[src/rtl/ptob_pkg.sv]
// Shared types, codes and helpers for the price-time order book.
// Used by ptob_slot_ram, ptob_scan and price_time_order_book.
`default_nettype none
package ptob_pkg;

  localparam int PTOB_ORDER_SLOTS    = 256;
  localparam int PTOB_SNAPSHOT_LEVELS = 32;

  localparam int IN_W  = 136;
  localparam int OUT_W = 240;

  localparam logic [30:0] QMAX = 31'h7FFF_FFFF;

  localparam logic [2:0] CMD_ADD     = 3'd0;
  localparam logic [2:0] CMD_CANCEL  = 3'd1;
  localparam logic [2:0] CMD_CONSUME = 3'd2;
  localparam logic [2:0] CMD_FIND    = 3'd3;
  localparam logic [2:0] CMD_SNAP    = 3'd4;
  localparam logic [2:0] CMD_TOTALS  = 3'd5;

  localparam logic [2:0] OC_DONE      = 3'd0;
  localparam logic [2:0] OC_DUP       = 3'd1;
  localparam logic [2:0] OC_FULL      = 3'd2;
  localparam logic [2:0] OC_NOT_FOUND = 3'd3;
  localparam logic [2:0] OC_EMPTY     = 3'd4;
  localparam logic [2:0] OC_PARTIAL   = 3'd5;
  localparam logic [2:0] OC_FILLED    = 3'd6;

  typedef enum logic [3:0] {
    ST_IDLE,
    ST_CMD_GO,
    ST_CMD_SCAN,
    ST_APPLY,
    ST_BEST_GO,
    ST_BEST_SCAN,
    ST_SIDE_START,
    ST_LVL_GO,
    ST_LVL_SCAN,
    ST_LVL_NEXT,
    ST_SIDE_END,
    ST_CONT,
    ST_PUSH,
    ST_NEXT_SIDE,
    ST_FINISH,
    ST_EMIT
  } state_t;

  typedef struct packed {
    logic [31:0] key;
    logic        side;
    logic [31:0] price;
    logic [30:0] remaining;
    logic [30:0] filled;
    logic        partial;
    logic [31:0] arrival;
  } rec_t;

  typedef struct packed {
    logic        sd;
    logic        has_prev;
    logic [31:0] prev;
    logic [31:0] key;
    logic [31:0] arr_now;
  } scan_ctl_t;

  typedef struct packed {
    logic [2:0]  outcome;
    logic        side;
    logic [31:0] ref_id;
    logic [31:0] price;
    logic [30:0] qty;
    logic [30:0] filled;
    logic [12:0] cnt;
  } item_t;

  // bid side: higher is better; ask side: lower is better
  function automatic logic better(logic sd, logic [31:0] a, logic [31:0] b);
    better = sd ? (a < b) : (a > b);
  endfunction

  function automatic item_t rec_item(logic [2:0] oc, rec_t r);
    item_t it;
    it.outcome = oc;
    it.side    = r.side;
    it.ref_id  = r.key;
    it.price   = r.price;
    it.qty     = r.remaining;
    it.filled  = r.filled;
    it.cnt     = 13'd0;
    rec_item   = it;
  endfunction

  function automatic item_t key_item(logic [2:0] oc, logic sd, logic [31:0] key);
    item_t it;
    it         = '0;
    it.outcome = oc;
    it.side    = sd;
    it.ref_id  = key;
    key_item   = it;
  endfunction

endpackage
`default_nettype wire

[src/rtl/ptob_scan.sv]
// Shared scan unit: walks all slots, one per cycle, and tracks key match,
// first free slot, front order / next level of a side, level sum, best prices.
// Depends on ptob_pkg and drives the read port of ptob_slot_ram.
`default_nettype none
module ptob_scan
  import ptob_pkg::*;
#(
  parameter int SLOTS = PTOB_ORDER_SLOTS,
  parameter int IW    = 8,
  parameter int SW    = 39
) (
  input  wire logic          clk,
  input  wire logic          rst,
  input  wire logic          start,
  input  wire scan_ctl_t     ctl,
  output logic [IW-1:0]      rd_addr,
  input  wire rec_t          rd_rec,
  input  wire logic          rd_valid,
  output logic               done,
  output logic               match_found,
  output logic [IW-1:0]      match_idx,
  output rec_t               match_rec,
  output logic               free_found,
  output logic [IW-1:0]      free_idx,
  output logic               best_got,
  output logic [IW-1:0]      best_idx,
  output rec_t               best_rec,
  output logic [SW-1:0]      lvl_sum,
  output logic [IW:0]        lvl_cnt,
  output logic [31:0]        bid_best,
  output logic [31:0]        ask_best
);

  localparam logic [IW-1:0] LAST_IDX = IW'(SLOTS - 1);

  logic [IW-1:0] cnt;
  logic          issuing;
  logic          dv;
  logic [IW-1:0] d_idx;
  logic [31:0]   best_age;
  logic          bid_got, ask_got;

  logic [31:0] age_i;
  logic        on_side, take_new, same;

  assign rd_addr = cnt;
  assign done    = dv && (d_idx == LAST_IDX);

  always_comb begin
    age_i    = ctl.arr_now - rd_rec.arrival;
    on_side  = rd_valid && (rd_rec.side == ctl.sd) &&
               (!ctl.has_prev || better(ctl.sd, ctl.prev, rd_rec.price));
    take_new = on_side && (!best_got || better(ctl.sd, rd_rec.price, best_rec.price));
    same     = on_side && !take_new && (rd_rec.price == best_rec.price);
  end

  always_ff @(posedge clk) begin
    if (rst) begin
      issuing <= 1'b0;
      dv      <= 1'b0;
      cnt     <= '0;
    end else begin
      dv <= issuing;
      if (start) begin
        issuing <= 1'b1;
        cnt     <= '0;
      end else if (issuing) begin
        if (cnt == LAST_IDX) begin
          issuing <= 1'b0;
        end else begin
          cnt <= cnt + 1'b1;
        end
      end
    end
  end

  always_ff @(posedge clk) begin
    d_idx <= cnt;
    if (start) begin
      match_found <= 1'b0;
      free_found  <= 1'b0;
      best_got    <= 1'b0;
      bid_got     <= 1'b0;
      ask_got     <= 1'b0;
      bid_best    <= '0;
      ask_best    <= '0;
      lvl_sum     <= '0;
      lvl_cnt     <= '0;
    end else if (dv) begin
      if (rd_valid && !match_found && rd_rec.key == ctl.key) begin
        match_found <= 1'b1;
        match_idx   <= d_idx;
        match_rec   <= rd_rec;
      end
      if (!rd_valid && !free_found) begin
        free_found <= 1'b1;
        free_idx   <= d_idx;
      end
      if (take_new) begin
        best_got <= 1'b1;
        best_idx <= d_idx;
        best_rec <= rd_rec;
        best_age <= age_i;
        lvl_sum  <= SW'(rd_rec.remaining);
        lvl_cnt  <= (IW+1)'(1);
      end else if (same) begin
        lvl_sum <= lvl_sum + SW'(rd_rec.remaining);
        lvl_cnt <= lvl_cnt + 1'b1;
        // older order at the same price moves to the front
        if (age_i > best_age) begin
          best_idx <= d_idx;
          best_rec <= rd_rec;
          best_age <= age_i;
        end
      end
      if (rd_valid && !rd_rec.side && (!bid_got || rd_rec.price > bid_best)) begin
        bid_got  <= 1'b1;
        bid_best <= rd_rec.price;
      end
      if (rd_valid && rd_rec.side && (!ask_got || rd_rec.price < ask_best)) begin
        ask_got  <= 1'b1;
        ask_best <= rd_rec.price;
      end
    end
  end

  a_done_ends_scan: assert property (@(posedge clk) disable iff (rst)
    done |-> !issuing)
    else $error("scan done while reads still issued");

  a_start_clears: assert property (@(posedge clk) disable iff (rst)
    start |=> !best_got && !match_found && !free_found)
    else $error("scan results not cleared at start");

  a_dv_follows: assert property (@(posedge clk) disable iff (rst)
    issuing |=> dv)
    else $error("read data valid lost");

endmodule
`default_nettype wire

[config.mk]
export PLATFORM = sky130hd
export DESIGN_NAME = ptob_scan
export DESIGN_NICKNAME = d
export VERILOG_FILES = /design/src/rtl/ptob_pkg.sv /design/src/rtl/ptob_scan.sv
export SDC_FILE = /design/constraint.sdc
export NUM_CORES = 1
export LEC_CHECK = 0
export ABC_AREA = 1
export BUFFER_PORTS_ARGS = -buffer_cell sky130_fd_sc_hd__buf_2
export CORE_AREA = 2 2 280 282
export CTS_CLUSTER_SIZE = 25
export DETAILED_ROUTE_END_ITERATION = 7
export DIE_AREA = 0 0 282 284
export GPL_ROUTABILITY_DRIVEN = 0
export GPL_TIMING_DRIVEN = 0
export PLACE_DENSITY = 0.62
export SKIP_LAST_GASP = 1
export SYNTH_ARGS = -nofsm -noshare
export SYNTH_HDL_FRONTEND = slang
export SYNTH_SLANG_ARGS = --single-unit
[constraint.sdc]
create_clock -name clk -period 24.3 [get_ports clk]
set_input_delay 0 -clock clk [delete_from_list [all_inputs] [get_ports clk]]
set_output_delay 0 -clock clk [all_outputs]
set_load 0.02 [all_outputs]
==> impl_metrics.py, run 1 <==
metrics = {
    "finish": {
        "layout_commonest_cell": "buf_2",
        "final_cell_mix": "749 x buf_2, 477 x nand2_1, 376 x edfxtp_1",
        "final_util": 0.454,
        "nets": 4117,
        "drive_gt1_frac": 0.253,
        "syn_to_final_growth_pct": 36.1,
    },
    "sta": {
        "fin_tns_setup_ps": 0,
        "finalCritPeriodShare": 0.223,
        "drv_slew": 0,
        "setup_violations": 0,
        "fmax_mhz": 184,
        "hold_viol": 0,
        "maxSlewHeadroom": 0.434,
        "rsz0062_at_grt": "no",
        "hold_slack_ps": 57.6,
        "period_minus_slack_ps": 5430,
        "worstMarginPinSlew_ps": 846,
        "setup_slack_ps": 18870,
        "final.setup_skew_ps": 19.8,
    },
    "logic_synthesis": {
        "ys_async_sr_fraction": 0,
        "synth.avg_cell_area_um2": 9.83,
        "syn_area_um2": 25700,
        "yosysSeqAreaShare": 0.545,
        "syn-instance-count": 2612,
        "synth_top_area_frac": 0.440,
        "ys.flop_type": "edfxtp_1",
        "synth_warnings": 0,
        "synth_area_leaders": "edfxtp_1 44%, ha_1 11%, dfxtp_1 11%",
        "ys_types": 54,
        "syn_nets": 3099,
        "yosysTopAreaCell": "edfxtp_1",
        "ys_ff_latch": 511,
        "synth_edf_count": 376,
    },
    "global_route": {
        "grt_pass1_wl_um": 131000,
        "antenna_found_initial": 10,
        "grt_pass1_vias": 21600,
        "grt_use_total": 0.214,
        "grt_max_degree": 28,
        "gr-total-overflow": 0,
    },
    "die": {
        "io_pins": 730,
        "die_x_um": 282,
        "core_area_um2": 77000,
        "fp-row-count": 102,
        "initial_core_util": 0.333,
        "die_y_um": 284,
        "dieArea_um2": 80100,
    },
    "cts": {
        "root_buffer": "clkbuf_16",
        "numCtsBuffers": 58,
        "post_cts_buffers": 0,
        "clk_latency_ps": 620,
        "cts_sinks": 511,
        "clock_path_buffers": 3,
        "cts_tree": "yes",
        "htreeDepth": 2,
        "cts.reportedPaths.clkPinSlew_ps": 60,
    },
    "worst_hold_path": {
        "min_from": "ctl[10]",
        "hold_path_class": "input pin to flip-flop",
    },
    "pwr": {
        "power_density_nw_per_um2": 59.9,
        "sw_frac_of_total": 0.257,
        "vdd_ir_drop_max_mv": 0.0510,
        "p_leak_nw": 15.6,
        "comb_power_share": 0.125,
        "p_sw_w": 0.000538,
        "internal-power_w": 0.00155,
        "p_clk_frac": 0.422,
        "seq_power_share": 0.454,
    },
    "routing": {
        "wl_um": 89300,
        "firstDrtPassIters": 6,
        "vias_per_cell": 4.76,
        "vias": 22500,
        "wire_per_inst_um": 18.9,
        "ant_nets": 0,
        "drcViolationCount": 0,
        "drt_iter0_drc": 1455,
    },
    "critical_path": {
        "worst_ep_required_time_ps": 24610,
        "startpoint_type": "input pin",
        "r2r-start": "dv",
        "worst_setup_path_end_kind": "flip-flop",
        "crit_arrival_ps": 5740,
        "crit_start": "ctl[0]",
        "crit_fanout": 27,
        "critical_path_class": "input pin to flip-flop",
    },
    "placed_design": {
        "io_buffers": 729,
        "pre_cts_slack_ps": 18730,
        "dp_hpwl_um": 70500,
    },
    "status": {
        "status": "finished, final reports clean",
    },
    "job": {
        "max_cap_viol_count": 0,
    },
}
through the flow:
stage	instances	instance area [µm²]	total power (W)
floorplan	2612	25700	0.00111
global placement	4381	30600	0.00120
detailed placement	4416	31100	0.00120
CTS	4719	34900	0.00211
global route	4724	34900	0.00217
finish	4725	34900	0.00209
routing by layer:
layer / GRT usage / share of wire / up-vias
met3: 0.0405 / 0.072 / 170
met5: 0 / 0.00015 / -
li1: - / - / 11000
met4: 0.0757 / 0.035 / 2
met2: 0.369 / 0.48 / 865
met1: 0.266 / 0.41 / 10500
Yosys cell counts (all sizes together), types with 38 or more instances:
master,count
nand2,479
edfxtp,376
inv,362
a21oi,267
ha,223
nor2,197
nand3,177
dfxtp,135
o21ai,79
xor2,48
nand4,45
buf,38
path summary, 6_finish.rpt:
check	end	slack, ps	depth (start not counted)
max	best_rec[25]	18870	27
min	best_age[10]	60	3
max reg2reg	match_rec[112]	19710	18
min reg2reg	d_idx[5]	390	0
timing repair:
action | 4_1_cts | 5_1_grt
setup endpoints to repair | 0 | 0
resized for setup | 0 | 0
endpoints found under the hold margin | 463 | 0
hold buffers | 194 | 0
power groups by stage:
stage | Sequential, W | Combinational [W] | Clock (W)
CTS | 0.000949 | 0.000261 | 0.000902
floorplan | 0.000975 | 0.000133 | 0
global route | 0.000949 | 0.000292 | 0.000933
detailed placement | 0.000968 | 0.000234 | 0
global placement | 0.000969 | 0.000229 | 0
finish | 0.000949 | 0.000261 | 0.000882
critical path, stage by stage:
cell,delay (ps)
dlygate4sd3_1,530
buf_2,120
inv_1,60
ha_1,140
inv_1,60
fa_1,400
nand3_1,100
nand2_1,110
a21boi_1,350
o21ai_0,200
a31oi_1,280
o21ai_1,150
xor2_1,210
ha_1,310
nand4_1,100
nor3_1,290
nand2_1,100
o2111ai_1,110
nand2_1,80
nand2_1,60
nand2_1,200
a21oi_4,670
buf_16,240
buf_16,170
buf_12,210
buf_12,220
buf_12,210
final cells by class:
| cell class | count | area, µm² |
|---|---|---|
| Sequential cell | 511 | 14000 |
| Fill cell | 7360 | 42000 |
| Tap cell | 1040 | 1300 |
| Buffer | 60 | 314 |
| Inverter | 363 | 1360 |
| Multi-Input combinational cell | 1678 | 10000 |
| Antenna cell | 6 | 15.0 |
| Clock inverter | 41 | 395 |
| Timing Repair Buffer | 958 | 6020 |
| Clock buffer | 68 | 1520 |
logic make-up after synthesis:
kind of cell	count (synthesis)	share of synthesized area
and+or+nand+nor	966	0.166
adders and majority gates	225	0.110
AOI/OAI and AO/OA	408	0.0867
DFF	511	0.545
buffers and inverters	423	0.0653
xor gates and xnor gates	79	0.0270
state kept, by name, summed over array words and instances, names as in the netlist:
register and flops:
best_rec 160, match_rec 160, lvl_sum 39, ask_best 32
best_age 32, bid_best 32, lvl_cnt 9, best_idx 8
d_idx 8, free_idx 8, match_idx 8, rd_addr 8
ask_got 1, best_got 1, bid_got 1, dv 1
free_found 1, issuing 1, match_found 1
(Power assumes the default switching activity.)
==> run 2, diff against run 1 <==
--- a/config.mk
+++ b/config.mk
@@ -5,15 +5,15 @@
 export SDC_FILE = /design/constraint.sdc
 export NUM_CORES = 1
 export LEC_CHECK = 0
-export ABC_AREA = 1
+export ABC_AREA = 0
 export BUFFER_PORTS_ARGS = -buffer_cell sky130_fd_sc_hd__buf_2
-export CORE_AREA = 2 2 280 282
+export CORE_AREA = 2 2 281 283
 export CTS_CLUSTER_SIZE = 25
 export DETAILED_ROUTE_END_ITERATION = 7
-export DIE_AREA = 0 0 282 284
+export DIE_AREA = 0 0 283 285
 export GPL_ROUTABILITY_DRIVEN = 0
 export GPL_TIMING_DRIVEN = 0
-export PLACE_DENSITY = 0.62
+export PLACE_DENSITY = 0.6
 export SKIP_LAST_GASP = 1
 export SYNTH_ARGS = -nofsm -noshare
 export SYNTH_HDL_FRONTEND = slang
==> constraint.sdc (replaced) <==
create_clock -name clk -period 5.3 [get_ports clk]
set_input_delay 0 -clock clk [delete_from_list [all_inputs] [get_ports clk]]
set_output_delay 0 -clock clk [all_outputs]
set_load 0.02 [all_outputs]
==> run 2 against run 1 <==
Global-route usage shrank 2.3 points. Synthesized area shrank 5.5%. Sequential share of layout area grew 1.5 points. Die area grew 0.71%. Worst hold slack lost 9.4 ps. Wire length shrank 10%. Design area shrank 3.5%.
==> impl_metrics.py, run 2 <==
metrics = {
    "logic_synthesis": {
        "synth_most_common_cell": "edfxtp_1",
        "synth_top_area_frac": 0.466,
        "yosysSeqAreaShare": 0.577,
        "synth_xor_area_frac": 0.0354,
        "ys.flop_type": "edfxtp_1",
        "synthMuxAreaShare": 0.0338,
        "synth_compound_area_frac": 0.106,
        "synth_top_family_by_area": "adder cells",
        "synth.avg_cell_area_um2": 11.9,
        "synth_area_leaders": "edfxtp_1 47%, ha_1 12%, dfxtp_1 11%",
        "ys_types": 69,
        "synth_edf_count": 376,
        "ys_ff_latch": 511,
        "ys_async_sr_fraction": 0,
        "synth-simple-area-share": 0.0887,
        "yosysTopAreaCell": "edfxtp_1",
        "synthAdderAreaFrac": 0.117,
        "synth_warnings": 0,
        "syn_area_um2": 24300,
        "synth_commonest_cells": "376 x edfxtp_1, 223 x ha_1, 217 x inv_1",
        "syn-instance-count": 2046,
        "syn_nets": 2533,
    },
    "die": {
        "core_area_um2": 78000,
        "die_y_um": 285,
        "die_x_um": 283,
        "fp-row-count": 103,
        "initial_core_util": 0.311,
        "dieArea_um2": 80700,
        "io_pins": 730,
    },
    "critical_path": {
        "worst_ep_required_time_ps": 5580,
        "crit_arrival_ps": 5250,
        "worst_setup_path_end_kind": "flip-flop",
        "crit_fanout": 27,
        "startpoint_type": "input pin",
        "critical_path_class": "input pin to flip-flop",
        "reg2reg_depth": 16,
    },
    "worst_hold_path": {
        "hold-path-cell-count": 3,
        "hold_path_class": "input pin to flip-flop",
    },
    "global_route": {
        "use_met1": 0.235,
        "grt_pass1_vias": 19600,
        "gr-total-overflow": 0,
        "gr-usage-met3": 0.0506,
        "grtUsageMet2": 0.329,
        "grt_max_degree": 19,
        "antenna_found_initial": 2,
        "grt_use_total": 0.191,
        "grt_busiest_layer": "met2",
        "grt_pass1_wl_um": 119000,
    },
    "finish": {
        "multi_input_area_um2": 9370,
        "nets": 3541,
        "n_antenna_cell": 0,
        "largest_registers": "best_rec x160, match_rec x160, lvl_sum x39",
        "final-seq-area_um2": 14000,
        "drive_gt1_frac": 0.292,
        "nFillCells": 7329,
        "fin_area_um2": 33700,
        "final_cell_mix": "741 x buf_2, 376 x edfxtp_1, 220 x ha_1",
        "fin_cells": 4151,
        "layout_commonest_cell": "buf_2",
        "syn_to_final_growth_pct": 39.0,
    },
    "routing": {
        "vias": 19500,
        "wl_um": 80000,
        "firstDrtPassIters": 5,
        "drt_iter0_drc": 904,
        "wire_per_inst_um": 19.3,
        "ant_nets": 0,
        "drcViolationCount": 0,
        "vias_per_cell": 4.69,
    },
    "sta": {
        "drv_slew": 0,
        "period_minus_slack_ps": 4970,
        "final.setup_skew_ps": 30.5,
        "hold_slack_ps": 48.2,
        "rsz0062_at_grt": "no",
        "worstMarginPinSlew_ps": 1160,
        "fmax_mhz": 201,
        "finalCritPeriodShare": 0.938,
        "setup_violations": 0,
        "maxSlewHeadroom": 0.225,
        "hold_viol": 0,
    },
    "cts": {
        "htreeDepth": 2,
        "cts_tree": "yes",
        "numCtsBuffers": 58,
        "clk_latency_ps": 620,
        "clock_path_buffers": 3,
        "root_buffer": "clkbuf_16",
        "cts_sinks": 511,
        "cts.reportedPaths.clkPinSlew_ps": 60,
    },
    "status": {
        "status": "finished, final reports clean",
    },
    "placed_design": {
        "dpl_cell_area_um2": 29800,
        "io_buffers": 727,
        "place_inst": 3853,
        "dp_hpwl_um": 61800,
    },
    "pwr": {
        "p_leak_nw": 14.6,
        "power_density_nw_per_um2": 289,
        "vdd_ir_drop_max_mv": 0.264,
    },
    "job": {
        "max_cap_viol_count": 0,
    },
}
## run 2: worst paths after layout
kind,from,to,slack (ps)
min,ctl[23],best_age[23],50
max reg2reg,best_rec[109],best_rec[6],520
max,ctl[0],best_rec[6],330
min reg2reg,rd_addr[7],d_idx[7],410
## run 2: critical path, cell delays in order
cell	delay (ps)
dlygate4sd3_1	530
buf_2	180
inv_12	60
ha_4	130
inv_2	30
fa_2	350
a21o_1	200
a21oi_4	160
o21ai_1	110
o2bb2ai_1	210
o21ai_2	210
a21oi_1	120
nor2_1	260
nor3_1	100
a311o_1	360
ha_1	310
a21o_1	110
a21oi_1	60
nor2b_1	110
o21ai_1	70
a21oi_1	240
o31ai_4	120
a211oi_4	270
buf_4	190
buf_12	130
buf_8	180
buf_8	180
buf_8	240
## run 2: cells by family after synthesis
logic type               after synthesis
AO/OA/AOI/OAI                        402
XOR/XNOR                              98
adder cells (fa/ha/maj)              225
buffers and inverters                266
flip-flops                           511
multiplexers                          82
AND/OR/NAND/NOR                      462
## run 2: through the flow
| stage | util | power, W | setup WS (ps) | setup TNS [ps] |
|---|---|---|---|---|
| floorplan | - | 0.00510 | -3160 | -827990 |
| global placement | 0.376 | 0.00551 | -7620 | -2378650 |
| detailed placement | 0.382 | 0.00552 | -601 | -34720 |
| CTS | 0.432 | 0.00985 | 132 | 0 |
| global route | 0.432 | 0.0101 | 46.0 | 0 |
| finish | 0.432 | 0.00974 | 330 | 0 |
## run 2: repair_timing
item / 4_1_cts / 5_1_grt
endpoints found under the setup margin: 121 / 48
hold endpoints to repair: 455 / 0
buffers inserted: 2 / 4
pin swaps: 1 / 3
hold buffers: 186 / 0
cloned: 0 / 0
gates resized for setup: 1 / 10
## run 2: cell type report
| cell class | instances | area share |
|---|---|---|
| timing repair buffer | 948 | 0.178 |
| clock inverter | 29 | 0.00954 |
| inverter | 218 | 0.0247 |
| tap | 1050 | 0.0390 |
| clock buffer | 78 | 0.0493 |
| multi-input combinational | 1269 | 0.278 |
| sequential | 511 | 0.415 |
| buffer | 48 | 0.00609 |
## run 2: per-layer routing
layer,part of all wire,wire [µm]
met1,0.42,33600
met2,0.49,39000
met3,0.067,5380
met4,0.025,2020
met5,0,0
## run 2: report_power, final
part	switching (W)	total, W	internal [W]
Clock	0.00173	0.00418	0.00245
Sequential	0.0000235	0.00436	0.00433
Combinational	0.000672	0.00120	0.000525
==> run 3, diff against run 2 <==
--- a/config.mk
+++ b/config.mk
@@ -7,13 +7,13 @@
 export LEC_CHECK = 0
 export ABC_AREA = 0
 export BUFFER_PORTS_ARGS = -buffer_cell sky130_fd_sc_hd__buf_2
-export CORE_AREA = 2 2 281 283
+export CORE_AREA = 2 2 285 287
 export CTS_CLUSTER_SIZE = 25
 export DETAILED_ROUTE_END_ITERATION = 7
-export DIE_AREA = 0 0 283 285
+export DIE_AREA = 0 0 287 289
 export GPL_ROUTABILITY_DRIVEN = 0
 export GPL_TIMING_DRIVEN = 0
-export PLACE_DENSITY = 0.6
+export PLACE_DENSITY = 0.59
 export SKIP_LAST_GASP = 1
 export SYNTH_ARGS = -nofsm -noshare
 export SYNTH_HDL_FRONTEND = slang
==> run 3 against run 2 <==
Flip-flop and latch count stayed put. Utilization is 0.93 points lower. Die area is 2.8% higher. Cell count is 0.22% higher. Sequential power hardly changed.
==> impl_metrics.py, run 3 (synthesis gave the netlist of run 2 again) <==
metrics = {
    "status": {
        "status": "finished, final reports clean",
    },
    "critical_path": {
        "reg2reg_depth": 17,
        "worst_setup_path_end_kind": "flip-flop",
        "r2r_setup_slack_ps": 420,
        "crit_fanout": 22,
        "critical_path_class": "input pin to flip-flop",
        "crit_path_frequent_cell": "a21o_1",
        "max_stage_delay_ps": 520,
        "crit_arrival_ps": 5290,
        "startpoint_type": "input pin",
        "critPathSlowestCell": "dlygate4sd3_1",
        "r2r-start": "best_rec[109]",
        "worst_ep_required_time_ps": 5660,
        "r2r-end": "best_rec[105]",
    },
    "finish": {
        "syn_to_final_growth_pct": 39.4,
        "layout_commonest_cell": "buf_2",
        "final-seq-area_um2": 14000,
        "multi_input_area_um2": 9390,
        "final_cell_mix": "741 x buf_2, 376 x edfxtp_1, 220 x ha_1",
        "nets": 3537,
        "drive_gt1_frac": 0.293,
        "largest_registers": "best_rec x160, match_rec x160, lvl_sum x39",
        "final_util": 0.423,
        "nFillCells": 7553,
        "fin_cells": 4160,
    },
    "pwr": {
        "power_density_nw_per_um2": 294,
        "p_leak_nw": 14.7,
        "p_clk_frac": 0.442,
        "vdd_ir_drop_max_mv": 0.276,
        "finalPower_w": 0.00995,
        "p_sw_w": 0.00239,
        "sw_frac_of_total": 0.240,
        "seq_power_share": 0.438,
        "internal-power_w": 0.00756,
        "comb_power_share": 0.120,
    },
    "sta": {
        "fin_tns_setup_ps": 0,
        "final.setup_skew_ps": 23.2,
        "worstMarginPinSlew_ps": 1210,
        "hold_viol": 0,
        "period_minus_slack_ps": 4930,
        "drv_slew": 0,
        "finalCritPeriodShare": 0.930,
        "setup_violations": 0,
        "hold_slack_ps": 52.8,
        "fmax_mhz": 203,
        "rsz0062_at_grt": "no",
        "maxSlewHeadroom": 0.194,
    },
    "job": {
        "max_cap_viol_count": 0,
    },
    "placed_design": {
        "place_inst": 3862,
        "io_buffers": 727,
        "dp_hpwl_um": 60900,
    },
    "worst_hold_path": {
        "hold_path_class": "input pin to flip-flop",
        "hold_end": "best_age[27]",
        "min_from": "ctl[27]",
        "hold-path-cell-count": 4,
    },
    "routing": {
        "wire_per_inst_um": 19.1,
        "drcViolationCount": 0,
        "drt_iter0_drc": 977,
        "ant_nets": 0,
        "wl_um": 79400,
        "firstDrtPassIters": 5,
        "vias_per_cell": 4.66,
        "vias": 19400,
    },
    "cts": {
        "root_buffer": "clkbuf_16",
        "cts_tree": "yes",
        "cts.reportedPaths.clkPinSlew_ps": 60,
        "clk_latency_ps": 610,
        "cts_sinks": 511,
        "clock_path_buffers": 3,
        "numCtsBuffers": 59,
        "htreeDepth": 2,
    },
    "die": {
        "die_x_um": 287,
        "die_y_um": 289,
        "fp-row-count": 104,
        "core_area_um2": 79900,
        "io_pins": 730,
        "initial_core_util": 0.304,
        "dieArea_um2": 82900,
    },
    "global_route": {
        "gr-usage-met3": 0.0377,
        "gr-total-overflow": 0,
        "grt_max_degree": 20,
        "antenna_found_initial": 3,
        "grt_busiest_layer": "met2",
        "use_met1": 0.227,
        "grt_pass1_wl_um": 115000,
        "grt_pass1_vias": 19300,
        "grt_use_total": 0.181,
        "grtUsageMet2": 0.308,
    },
}
-- run 3: cell types whose count changed in the layout (fill, tap and decap cells not counted), moves of 2 or more --
cell,change
clkinv_2,+7
inv_6,-2
a21oi_2,+3
bufinv_16,+5
clkinv_4,-6
a21oi_1,-2
buf_16,-2
clkinv_1,-4
buf_4,-5
-- run 3: repair_timing --
item / in CTS / in global routing
hold buffers: 186 / 0
endpoints found under the hold margin: 455 / 0
cloned: 0 / 1
pin swaps: 1 / 2
buffers inserted: 1 / 1
endpoints found under the setup margin: 138 / 82
resized for setup: 2 / 11
-- run 3: critical path: cells and delay by family --
kind | cells | cell delay, ps
adder cells (fa/ha/maj) | 2 | 540
AND/OR/NAND/NOR | 2 | 340
AO/OA/AOI/OAI | 14 | 2190
XOR/XNOR | 1 | 200
buffers and inverters | 10 | 1990
-- run 3: layer usage --
layer,share of wire,up-vias
li1,-,9463
met1,0.42,9233
met2,0.49,560
met3,0.058,129
met4,0.034,2
met5,0.00014,-
-- run 3: power groups by stage --
stage,Clock [W],Combinational (W),Sequential (W)
finish,0.00440,0.00120,0.00436
global route,0.00465,0.00134,0.00436
CTS,0.00451,0.00120,0.00436
detailed placement,0,0.00108,0.00444
global placement,0,0.00106,0.00445
floorplan,0,0.000626,0.00448
-- run 3: cell type report --
class | count | share of cell area
plain buffers | 48 | 0.00607
inverters | 218 | 0.0246
clock inverters | 30 | 0.0127
repair buffers | 943 | 0.176
flip-flops and latches | 511 | 0.414
clock buffers | 80 | 0.0496
diodes | 1 | 0.0000740
well taps | 1060 | 0.0392
multi-input cells | 1269 | 0.278
-- run 3: per-stage QoR --
step,cell area [µm²],setup WS [ps]
after global routing,33800,18.3
final,33800,370
after detailed placement,29800,-877
after global placement,29300,-7570
after CTS,33800,20.4
after floorplan,24400,-3160
-- run 3: worst max-delay path by stage --
stage	start	end	slack, ps	cells after the start
after floorplan	ctl[0]	best_age[0]	-3160	22
after detailed placement	best_rec[109]	best_rec[36]	-880	18
final	rd_rec[12]	best_rec[105]	370	29
after global placement	rd_rec[1]	best_rec[105]	-7570	18
after global routing	ctl[1]	best_rec[122]	20	27
after CTS	rd_rec[4]	best_rec[36]	20	30
